<file path="config.mk">
export PLATFORM = sky130hd
export DESIGN_NAME = pfsr_ctrl
export DESIGN_NICKNAME = d
export VERILOG_FILES = /design/src/rtl/pfsr_pkg.sv /design/src/rtl/pfsr_ctrl.sv
export SDC_FILE = /design/constraint.sdc
export NUM_CORES = 1
export LEC_CHECK = 0
export ABC_AREA = 1
export BUFFER_PORTS_ARGS = -buffer_cell sky130_fd_sc_hd__clkbuf_2
export CORE_MARGIN = 2
export CORE_UTILIZATION = 45
export CTS_BUF_LIST = sky130_fd_sc_hd__clkbuf_2 sky130_fd_sc_hd__clkbuf_4 sky130_fd_sc_hd__clkbuf_8
export DETAILED_ROUTE_END_ITERATION = 6
export GPL_TIMING_DRIVEN = 0
export PLACE_DENSITY = 0.65
export SLEW_MARGIN = 20
export SYNTH_ARGS = -nofsm -noshare
export SYNTH_HDL_FRONTEND = slang
export SYNTH_SLANG_ARGS = --single-unit
</file>
<file path="constraint.sdc">
create_clock -name clock -period 2.3 [get_ports clock]
set_input_delay 0.69 -clock clock [delete_from_list [all_inputs] [get_ports clock]]
set_output_delay 0.69 -clock clock [all_outputs]
set_load 0.02 [all_outputs]
</file>
<file path="src/rtl/pfsr_pkg.sv">
// Package for the polyline fixed-step resampler.
// Holds the transaction types, the datapath command and status types and the
// fixed widths and tables; it depends on nothing.
package pfsr_pkg;

   localparam int COORD_W      = 20;
   localparam int HEAD_W       = 16;
   localparam int STEP_W       = 12;
   localparam int DELTA_W      = 21;
   localparam int D2_W         = 42;
   localparam int RAD_W        = 58;
   localparam int ROOT_W       = 29;
   localparam int SQRT_ITERS   = 29;
   localparam int DIVD_W       = 42;
   localparam int DIVS_W       = 30;
   localparam int DIV_ITERS    = 42;
   localparam int CORDIC_ITERS = 16;
   localparam int CORDIC_W     = 34;
   localparam int ANGLE_W      = 20;
   localparam int ITER_W       = 6;

   localparam logic [STEP_W-1:0]  STEP_RESET = 12'd50;
   localparam logic [ANGLE_W-1:0] PI_Q16     = 20'd205887;

   typedef struct packed {
      logic signed [COORD_W-1:0] point_x;
      logic signed [COORD_W-1:0] point_y;
      logic signed [HEAD_W-1:0]  point_heading;
      logic                      final_point;
   } req_type;

   typedef struct packed {
      logic signed [COORD_W-1:0] out_x;
      logic signed [COORD_W-1:0] out_y;
      logic signed [HEAD_W-1:0]  out_heading;
      logic                      run_end;
      logic                      path_end;
      logic                      clipped;
   } rsp_type;

   typedef enum logic [4:0] {
      OP_IDLE,
      OP_LOAD,
      OP_SQX,
      OP_SQY,
      OP_COUNT,
      OP_SQRT_INIT,
      OP_SQRT,
      OP_DIVX_INIT,
      OP_DIVY_INIT,
      OP_DIV,
      OP_DIV_STORE_X,
      OP_DIV_STORE_Y,
      OP_CORDIC_INIT,
      OP_CORDIC,
      OP_EMIT_PREV,
      OP_EMIT_MID,
      OP_EMIT_FIN,
      OP_COMMIT
   } dp_op_type;

   typedef struct packed {
      dp_op_type op;
   } cmd_type;

   typedef struct packed {
      logic have_prev;
      logic final_point;
      logic count_done;
      logic n_ge2;
      logic mid_last;
      logic sqrt_last;
      logic div_last;
      logic cordic_last;
      logic out_free;
   } status_type;

   // Angle table, round(atan(2^-i) * 65536).
   function automatic logic [ANGLE_W-1:0] atan_entry(input logic [3:0] i);
      logic [ANGLE_W-1:0] v;
      case (i)
         4'd0:    v = 20'd51472;
         4'd1:    v = 20'd30386;
         4'd2:    v = 20'd16055;
         4'd3:    v = 20'd8150;
         4'd4:    v = 20'd4091;
         4'd5:    v = 20'd2047;
         4'd6:    v = 20'd1024;
         4'd7:    v = 20'd512;
         4'd8:    v = 20'd256;
         4'd9:    v = 20'd128;
         4'd10:   v = 20'd64;
         4'd11:   v = 20'd32;
         4'd12:   v = 20'd16;
         4'd13:   v = 20'd8;
         4'd14:   v = 20'd4;
         4'd15:   v = 20'd2;
         default: v = '0;
      endcase
      return v;
   endfunction

endpackage

</file>
<file path="src/rtl/pfsr_ctrl.sv">
// Controller state machine of the polyline fixed-step resampler.
// Sequences the datapath phases through commands; uses pfsr_pkg.
module pfsr_ctrl (
   input  logic                clock,
   input  logic                reset,
   input  logic                req_valid,
   output logic                req_stall,
   input  pfsr_pkg::status_type status,
   output pfsr_pkg::cmd_type   cmd
);

   typedef enum logic [4:0] {
      S_IDLE, S_SQX, S_SQY, S_COUNT, S_SQRT_INIT, S_SQRT,
      S_DIVX_INIT, S_DIVX, S_DIVX_STORE, S_DIVY_INIT, S_DIVY, S_DIVY_STORE,
      S_CORDIC_INIT, S_CORDIC, S_EMIT_PREV, S_EMIT_MID, S_EMIT_FIN, S_DONE
   } state_type;

   state_type state_ff, state_in;

   always_ff @(posedge clock) begin
      if (reset) begin
         state_ff <= S_IDLE;
      end else begin
         state_ff <= state_in;
      end
   end

   assign req_stall = (state_ff != S_IDLE);

   always_comb begin
      state_in = state_ff;
      cmd.op   = pfsr_pkg::OP_IDLE;
      case (state_ff)
         S_IDLE: begin
            if (req_valid) begin
               cmd.op = pfsr_pkg::OP_LOAD;
               if (status.have_prev) begin
                  state_in = S_SQX;
               end else if (status.final_point) begin
                  state_in = S_EMIT_FIN;
               end else begin
                  state_in = S_DONE;
               end
            end
         end
         S_SQX: begin
            cmd.op   = pfsr_pkg::OP_SQX;
            state_in = S_SQY;
         end
         S_SQY: begin
            cmd.op   = pfsr_pkg::OP_SQY;
            state_in = S_COUNT;
         end
         S_COUNT: begin
            cmd.op = pfsr_pkg::OP_COUNT;
            if (status.count_done) begin
               state_in = status.n_ge2 ? S_SQRT_INIT : S_EMIT_PREV;
            end
         end
         S_SQRT_INIT: begin
            cmd.op   = pfsr_pkg::OP_SQRT_INIT;
            state_in = S_SQRT;
         end
         S_SQRT: begin
            cmd.op = pfsr_pkg::OP_SQRT;
            if (status.sqrt_last) begin
               state_in = S_DIVX_INIT;
            end
         end
         S_DIVX_INIT: begin
            cmd.op   = pfsr_pkg::OP_DIVX_INIT;
            state_in = S_DIVX;
         end
         S_DIVX: begin
            cmd.op = pfsr_pkg::OP_DIV;
            if (status.div_last) begin
               state_in = S_DIVX_STORE;
            end
         end
         S_DIVX_STORE: begin
            cmd.op   = pfsr_pkg::OP_DIV_STORE_X;
            state_in = S_DIVY_INIT;
         end
         S_DIVY_INIT: begin
            cmd.op   = pfsr_pkg::OP_DIVY_INIT;
            state_in = S_DIVY;
         end
         S_DIVY: begin
            cmd.op = pfsr_pkg::OP_DIV;
            if (status.div_last) begin
               state_in = S_DIVY_STORE;
            end
         end
         S_DIVY_STORE: begin
            cmd.op   = pfsr_pkg::OP_DIV_STORE_Y;
            state_in = S_CORDIC_INIT;
         end
         S_CORDIC_INIT: begin
            cmd.op   = pfsr_pkg::OP_CORDIC_INIT;
            state_in = S_CORDIC;
         end
         S_CORDIC: begin
            cmd.op = pfsr_pkg::OP_CORDIC;
            if (status.cordic_last) begin
               state_in = S_EMIT_PREV;
            end
         end
         S_EMIT_PREV: begin
            cmd.op = pfsr_pkg::OP_EMIT_PREV;
            if (status.out_free) begin
               if (status.n_ge2) begin
                  state_in = S_EMIT_MID;
               end else if (status.final_point) begin
                  state_in = S_EMIT_FIN;
               end else begin
                  state_in = S_DONE;
               end
            end
         end
         S_EMIT_MID: begin
            cmd.op = pfsr_pkg::OP_EMIT_MID;
            if (status.out_free && status.mid_last) begin
               state_in = status.final_point ? S_EMIT_FIN : S_DONE;
            end
         end
         S_EMIT_FIN: begin
            cmd.op = pfsr_pkg::OP_EMIT_FIN;
            if (status.out_free) begin
               state_in = S_DONE;
            end
         end
         S_DONE: begin
            cmd.op   = pfsr_pkg::OP_COMMIT;
            state_in = S_IDLE;
         end
         default: begin
            state_in = S_IDLE;
         end
      endcase
   end

endmodule

</file>
==> flow_summary.yaml, run 1 <==
outcome:
  status: "complete, no violations"
placed_design:
  gp_congestion: 0.850
  place_area_um2: 861
  dp_slack_ns: 0.172
  hpwl_um: 1640
  io_buffers: 17
final_layout:
  fin_area_um2: 935
  reg_top3: "state_ff: 5 flops"
  largest_reg_flops: 5
  synthToLayoutAreaGrowth_pct: 23.7
  mostFrequentLayoutCell: "nand2_1"
  fillers: 170
  drive_gt1_share_pct: 31.7
  fin_util_pct: 60.6
  final_net_count: 177
  final_cell_mix: "nand2_1, inv_1, nor2_1, clkbuf_2, nand3_1"
  top_register: "state_ff"
  antenna_cells: 0
global_routing:
  grt_pass1_vias: 796
  grt_pass1_wl_um: 3510
  grt-ovfl-total: 0
  antenna_found_initial: 0
  grt_max_degree: 9
  grt.total_usage_pct: 23.8
sta:
  clock_skew_ns: 0.000559
  slew_headroom_pct: 82.1
  finalHoldViolCount: 0
  finalWorstPathRequiredPeriod_ns: 2.22
  setup_viol: 0
  finalSetupTns_ns: 0
  fin_crit_sh_pct: 96.6
  timing_max_transition_violations_final: 0
  fmax_mhz: 450
  worst_pin_slew_ns: 0.267
  setup_ws_ns: 0.0778
detailed_routing:
  wl_per_cell_um: 11.0
  drt_iter0_markers: 30
  vias: 893
  drc: 0
  ant_nets: 0
  routed_wl_um: 1990
  viasPerCell: 4.96
  drtPass1Iterations: 4
synthesis:
  synth-seq-cells: 5
  yosysWarnings: 0
  synthCells: 142
  synthDistinctLibCells: 24
  synth-seq-area-share_pct: 13.2
  syn_area_per_cell_um2: 5.32
  syn_nets: 154
  syn-cell-area_um2: 756
floorplanning:
  core_mm2: 0.00154
  boundaryPins: 18
  dieArea_mm2: 0.00202
  dieWidth_um: 45.0
  rows: 14
  die_h_um: 45.0
  start_util_pct: 49.0
cts:
  path_clk_slew_ns: 0.04
  clk_path_buf_depth: 2
  numCtsBuffers: 3
  cts-htree-levels: 1
  cts_root_buf: "clkbuf_4"
  cts_tree: "built"
  clock_sinks: 5
  clock_latency_ns: 0.24
worst_setup_path:
  crit_top_cell: "nand2_1"
  crit_chain: "nand2_2 > nor2_4 > nand2_1 > nand2_1 > nor2_1 > o211ai_1 > buf_2"
  crit_required_ns: 1.61
  start_kind: "flip-flop"
  critPathCaptureType: "output pin"
  cpPeakStageDelay_ns: 0.40
  cp_num_cells: 7
  path_buf_inv: 1
  crit_type: "reg -> out"
  critPathArrivalTime_ns: 1.53
  rr_worst_depth: 12
  crit_slowest_cell: "dfxtp_2"
  crit_fanout: 5
  crit_family: "simple AND/OR/NAND/NOR gates"
pwr:
  leakagePower_nw: 0.572
  p_per_area_mw_per_mm2: 1210
  irDropWorstVdd_uv: 639
  total_power_mw: 1.14
worst_hold_path:
  hold_path_class: "reg -> reg"
  hold_depth: 4
run:
  cap_violations: 0
## area by class of cell
class | count | area (µm²) | area share, %
inverter | 25 | 96.3 | 10.3
timing repair buffer | 18 | 92.6 | 9.91
buffer | 1 | 11.3 | 1.20
multi-input combinational | 111 | 577 | 61.7
clock buffer | 4 | 30.0 | 3.21
sequential | 5 | 108 | 11.5
tap | 16 | 20.0 | 2.14
## Yosys cell counts
library cell  count  area share, %
inv_2             2           0.99
nand3_1          12            7.9
nand2_4           2            3.0
a21oi_1           3            2.0
nor3_1            2            1.3
nand2_2           4            3.3
o211ai_1          2            2.0
nand3b_1          1           0.99
nand4_1           4            3.3
nor2_2            3            2.5
buf_6             1            1.5
inv_1            22             11
inv_4             1           0.83
or2_1             1           0.83
nand2_1          43             21
o21ai_1           1           0.66
nor2_4            2            3.0
nand3_2           1            1.3
dfxtp_1           5             13
or2_2             1           0.83
nor2_1           20            9.9
nor3_2            3            4.0
o31ai_1           1           0.99
o21ai_0           5            3.3
## per-stage QoR
stage / cells / hold WS (ns)
6_report: 180 / 0.602
5_1_grt: 180 / 0.597
4_1_cts: 179 / 0.595
3_5_place_dp: 175 / 0.578
3_3_place_gp: 175 / 0.579
2_1_floorplan: 142 / 0.545
## tightest hold or removal path, delay by kind of cell, from the launching register on
family,cells,cell delay (ns)
and+or+nand+nor,2,0.08
DFF,1,0.36
buffers and inverters,2,0.12
## repair_timing
| item | CTS | global route |
|---|---|---|
| setup endpoints to repair | 3 | 4 |
| resized for setup | 2 | 15 |
| hold buffers | 0 | 0 |
| pin swaps | 0 | 2 |
| gates cloned | 0 | 0 |
| buffers inserted | 0 | 1 |
## logic make-up (layout without fill, tap and decap cells)
kind of cell    count (synthesis)  count (layout)  synth area share [%]
flops                           5               5                  13.2
buf+inv                        26              48                  14.2
simple gates                   99              99                  63.6
compound gates                 12              12                  8.94
## final timing paths
check,startpoint,end,slack [ns]
worst max-delay path,state_ff[0],cmd[3],0.08
worst min-delay path,state_ff[0],state_ff[0],0.60
worst max register to register,state_ff[1],state_ff[1],0.76
worst min register to register,state_ff[0],state_ff[0],0.60
## routing by layer
layer | track usage (%) | wire [µm] | part of all wire (%) | up-vias
met4 | 10.6 | 19 | 0.96 | 0
met5 | 0 | 0 | 0 | -
met2 | 38.0 | 966 | 49 | 16
met3 | 2.40 | 53 | 2.7 | 4
met1 | 32.2 | 949 | 48 | 378
li1 | - | - | - | 495
## power breakdown
part / internal [mW] / total (mW) / switching [mW]
Sequential: 0.128 / 0.197 / 0.0689
Clock: 0.0773 / 0.112 / 0.0346
Combinational: 0.290 / 0.827 / 0.537
Total: 0.495 / 1.14 / 0.640
Note: power is estimated with default switching activity, not from simulation.
==> run 2, diff against run 1 <==
- PLACE_DENSITY: 0.65 -> 0.69
==> run 2 against run 1 <==
  * Core utilization decreased by 0.24 points
  * Fmax increased by 1.9%
  * Non-clock buffer count decreased by 1
  * Clock-buffer cell count unchanged
  * Combinational power decreased by 2.5%
  * Clock skew increased by 0.0048 ns
  * Sequential cell count unchanged
  * Final cell count decreased by 0.56%
  * Via count increased by 4.6%
  * Cell area decreased by 0.40%
  * First-iteration DRC count decreased by 10%
==> flow_summary.yaml, run 2 (same netlist as run 1, synthesis figures left out) <==
outcome:
  status: "complete, no violations"
worst_setup_path:
  cpPeakStageDelay_ns: 0.38
  critPathArrivalTime_ns: 1.49
  crit_required_ns: 1.61
  crit_slowest_cell: "dfxtp_4"
  crit_type: "reg -> out"
  start_kind: "flip-flop"
  crit_family: "simple AND/OR/NAND/NOR gates"
  crit_chain: "inv_4 > nand2_4 > nor2_2 > nand2_2 > nand2_1 > nor2_2 > o211ai_1 > clkbuf_2"
  crit_fanout: 8
  critPathCaptureType: "output pin"
  crit_top_cell: "nor2_2"
  path_buf_inv: 2
cts:
  clock_latency_ns: 0.24
  cts_root_buf: "clkbuf_4"
  clk_path_buf_depth: 2
  cts_tree: "built"
  cts-htree-levels: 1
  numCtsBuffers: 3
  clock_sinks: 5
  path_clk_slew_ns: 0.04
pwr:
  p_per_area_mw_per_mm2: 1200
  irDropWorstVdd_uv: 602
  leakagePower_nw: 0.573
  total_power_mw: 1.12
global_routing:
  antenna_found_initial: 0
  grt_pass1_vias: 821
  grt-ovfl-total: 0
  grt_pass1_wl_um: 3510
  grt.total_usage_pct: 23.3
  grt_max_degree: 9
final_layout:
  antenna_cells: 0
  seqCellArea_um2: 110
  fillers: 166
  multi_input_area_um2: 578
  layoutNonFillerInstCount: 179
  fin_area_um2: 931
  largest_reg_flops: 5
  final_cell_mix: "nand2_1, inv_1, nor2_1, clkbuf_2, nand3_1"
  final_net_count: 176
  drive_gt1_share_pct: 32.5
  mostFrequentLayoutCell: "nand2_1"
  top_register: "state_ff"
  synthToLayoutAreaGrowth_pct: 23.2
  reg_top3: "state_ff: 5 flops"
detailed_routing:
  drt_iter0_markers: 27
  vias: 934
  ant_nets: 0
  viasPerCell: 5.22
  routed_wl_um: 2000
  drtPass1Iterations: 4
  wl_per_cell_um: 11.2
  drc: 0
sta:
  fin_crit_sh_pct: 94.8
  timing_max_transition_violations_final: 0
  clock_skew_ns: 0.00534
  slew_headroom_pct: 80.6
  finalSetupTns_ns: 0
  setup_ws_ns: 0.120
  fmax_mhz: 459
  worst_pin_slew_ns: 0.290
  finalWorstPathRequiredPeriod_ns: 2.18
  finalHoldViolCount: 0
  setup_viol: 0
placed_design:
  place_area_um2: 861
  dp_slack_ns: 0.161
  io_buffers: 17
  gp_congestion: 0.919
  hpwl_um: 1640
  dp_cells: 175
floorplanning:
  dieWidth_um: 45.0
  core_mm2: 0.00154
  dieArea_mm2: 0.00202
  boundaryPins: 18
  die_h_um: 45.0
  rows: 14
  start_util_pct: 49.0
run:
  cap_violations: 0
worst_hold_path:
  hold_path_class: "reg -> reg"
-- run 2: worst paths after layout --
kind / startpoint / endpoint / slack (ns) / cells after the start
min reg2reg: state_ff[0] / state_ff[0] / 0.60 / 4
max reg2reg: state_ff[2] / state_ff[1] / 0.84 / 9
max: state_ff[4] / cmd[3] / 0.12 / 8
min: state_ff[0] / state_ff[0] / 0.60 / 4
-- run 2: tightest hold or removal path, cell delays in order, from the launching register on --
cell	delay (ns)
dfxtp_2	0.36
inv_1	0.08
nand2_1	0.05
inv_1	0.04
nor2_1	0.03
-- run 2: stage by stage --
stage / utilization [%] / hold WS, ns
after floorplan: - / 0.545
after global placement: 55.8 / 0.582
after detailed placement: 55.8 / 0.574
after CTS: 58.1 / 0.594
after global routing: 60.4 / 0.596
final: 60.4 / 0.603
-- run 2: power breakdown --
group,leakage [nW],internal (mW),switching [mW]
combinational,0.511,0.279,0.527
clock,0.0184,0.0773,0.0352
sequential,0.0433,0.130,0.0725
total,0.573,0.487,0.634
-- run 2: final cells by class --
class	instances	share of cell area, %
clock buffer	4	3.23
tap	16	2.15
buffer	1	1.21
multi-input combinational	111	62.1
timing repair buffer	17	9.14
inverter	25	10.3
sequential	5	11.8
-- run 2: metal layers --
layer / vias up / share of wire, % / GRT usage (%) / wire, µm
met4: 0 / 0.60 / 3.53 / 12
met5: - / 0 / 0 / 0
met2: 26 / 47 / 37.7 / 934
met3: 2 / 5.2 / 7.60 / 103
li1: 494 / - / - / -
met1: 412 / 47 / 30.7 / 948
-- run 2: what timing repair did --
| item | in CTS | in global routing |
|---|---|---|
| buffers inserted | 0 | 0 |
| hold buffers | 0 | 0 |
| resized for setup | 3 | 14 |
| setup endpoints to repair | 3 | 4 |
==> run 3, diff against run 2 <==
--- a/config.mk
+++ b/config.mk
@@ -12,5 +12,5 @@
 export CTS_BUF_LIST = sky130_fd_sc_hd__clkbuf_2 sky130_fd_sc_hd__clkbuf_4 sky130_fd_sc_hd__clkbuf_8
 export DETAILED_ROUTE_END_ITERATION = 6
-export GPL_TIMING_DRIVEN = 0
+export GPL_TIMING_DRIVEN = 1
 export PLACE_DENSITY = 0.69
 export SLEW_MARGIN = 20
==> constraint.sdc (replaced) <==
create_clock -name clock -period 2.3 [get_ports clock]
set_input_delay 0.46 -clock clock [delete_from_list [all_inputs] [get_ports clock]]
set_output_delay 0.46 -clock clock [all_outputs]
set_load 0.02 [all_outputs]
==> run 3 against run 2 <==
  * Sequential power shrank 9.9%
  * Core utilization shrank 2.7 points
  * Global-route usage shrank 1.6 points
  * Critical path type unchanged
==> flow_summary.yaml, run 3 (same netlist as run 1, synthesis figures left out) <==
worst_setup_path:
  cp_num_cells: 9
  crit_fanout: 6
  critPathArrivalTime_ns: 1.64
  crit_type: "reg -> out"
  crit_top_cell: "nand2_1"
  path_buf_inv: 3
  start_kind: "flip-flop"
  reg2reg_slack_ns: 0.71
  reg2reg_to: "state_ff[0]"
  startpoint: "state_ff[1]"
  rr_worst_depth: 11
  cpPeakStageDelay_ns: 0.44
  reg2reg_from: "state_ff[0]"
  crit_family: "simple AND/OR/NAND/NOR gates"
  crit_required_ns: 1.84
  crit_chain: "inv_1 > nor2_2 > inv_1 > nand2_1 > nand2_1 > nand2_1 > nor2_1 > o31ai_1 > clkbuf_2"
  crit_slowest_cell: "dfxtp_1"
  critPathCaptureType: "output pin"
placed_design:
  io_buffers: 17
  hpwl_um: 1690
  gp_congestion: 0.926
  place_area_um2: 857
final_layout:
  drive_gt1_share_pct: 25.8
  top_register: "state_ff"
  largest_reg_flops: 5
  mostFrequentLayoutCell: "nand2_1"
  antenna_cells: 0
  final_cell_mix: "nand2_1, inv_1, nor2_1, clkbuf_2, nand3_1"
  synthToLayoutAreaGrowth_pct: 17.7
  fin_area_um2: 890
  reg_top3: "state_ff: 5 flops"
  fillers: 168
  final_net_count: 176
  fin_util_pct: 57.7
detailed_routing:
  ant_nets: 0
  drc: 0
  drt_iter0_markers: 31
  wl_per_cell_um: 11.0
  routed_wl_um: 1970
  drtPass1Iterations: 4
  vias: 966
  viasPerCell: 5.40
pwr:
  leakagePower_nw: 0.565
  irDropWorstVdd_uv: 549
  p_per_area_mw_per_mm2: 1220
  seqPwrFrac_pct: 16.8
  total_power_mw: 1.08
  p_clk_share_pct: 10.6
  p_int_uw: 462
  p_comb_share_pct: 72.6
  p_sw_share_pct: 57.3
  power.switching_uw: 620
sta:
  finalHoldViolCount: 0
  grt_setup_unrepaired: "no"
  timing_max_transition_violations_final: 0
  clock_skew_ns: 0.00216
  slew_headroom_pct: 73.5
  worst_pin_slew_ns: 0.395
  timing.hold.ws_ns: 0.379
  finalWorstPathRequiredPeriod_ns: 2.10
  setup_viol: 0
  finalSetupTns_ns: 0
  fmax_mhz: 475
  fin_crit_sh_pct: 91.5
worst_hold_path:
  hold-path-endpoint: "state_ff[4]"
  hold_path_class: "in -> reg"
  min_from: "reset"
  hold_depth: 2
floorplanning:
  start_util_pct: 49.0
  die_h_um: 45.0
  core_mm2: 0.00154
  dieArea_mm2: 0.00202
  boundaryPins: 18
  rows: 14
  dieWidth_um: 45.0
cts:
  clock_latency_ns: 0.24
  cts-htree-levels: 1
  numCtsBuffers: 3
  cts_tree: "built"
  clock_sinks: 5
  path_clk_slew_ns: 0.04
  cts_hold_buffers: 0
  clk_path_buf_depth: 2
  cts_root_buf: "clkbuf_4"
global_routing:
  antenna_found_initial: 0
  grt_pass1_vias: 776
  grt-ovfl-total: 0
  grt.total_usage_pct: 21.7
  grt_max_degree: 9
  grt_pass1_wl_um: 3220
outcome:
  status: "complete, no violations"
run:
  cap_violations: 0
-- run 3: cell count changes in the layout (fill, tap and decap cells not counted), sizes merged --
cell / delta
clkbuf: +1
buf: -1
-- run 3: through the flow --
stage / cells / setup slack, ns
2_1_floorplan: 142 / 0.623
3_3_place_gp: 175 / 0.383
3_5_place_dp: 175 / 0.385
4_1_cts: 179 / 0.118
5_1_grt: 179 / 0.0523
6_report: 179 / 0.196
-- run 3: layer usage --
layer	up-vias	GRT usage (%)	routed length [µm]
li1	489	-	-
met1	421	28.2	846
met2	52	33.1	864
met3	4	9.20	225
met4	0	5.29	35
met5	-	0	0
-- run 3: final cells by class --
cell class | count | area (µm²) | area share (%)
Clock buffer | 4 | 30.0 | 3.38
Multi-Input combinational cell | 111 | 551 | 61.9
Inverter | 25 | 96.3 | 10.8
Sequential cell | 5 | 100 | 11.3
Tap cell | 16 | 20.0 | 2.25
Timing Repair Buffer | 18 | 92.6 | 10.4
-- run 3: worst max-delay path by stage --
stage          endpoint  slack (ns)
2_1_floorplan    cmd[1]        0.62
3_3_place_gp     cmd[1]        0.38
3_5_place_dp     cmd[1]        0.38
4_1_cts          cmd[1]        0.12
5_1_grt          cmd[1]        0.05
6_report         cmd[1]        0.20
-- run 3: worst register-to-register path, stage by stage (launching register included) --
cell and delay [ns]:
dfxtp_1 0.36, nor2_1 0.36, inv_1 0.13, nor2_4 0.19
nand2_2 0.08, nand2_1 0.06, nor2_1 0.05, inv_1 0.06
nor2_2 0.05, nand2_1 0.06, nand2_1 0.05, nor2_1 0.08
-- run 3: what timing repair did --
action                                  4_1_cts  5_1_grt
buffers inserted                              0        0
gates resized for setup                       0        1
endpoints found under the setup margin        0        1
-- run 3: power groups by stage --
stage | clock, mW | sequential (mW) | combinational, mW
global route | 0.127 | 0.184 | 0.878
detailed placement | 0 | 0.181 | 0.782
CTS | 0.118 | 0.179 | 0.784
floorplan | 0 | 0.163 | 0.607
global placement | 0 | 0.181 | 0.784
finish | 0.115 | 0.182 | 0.785
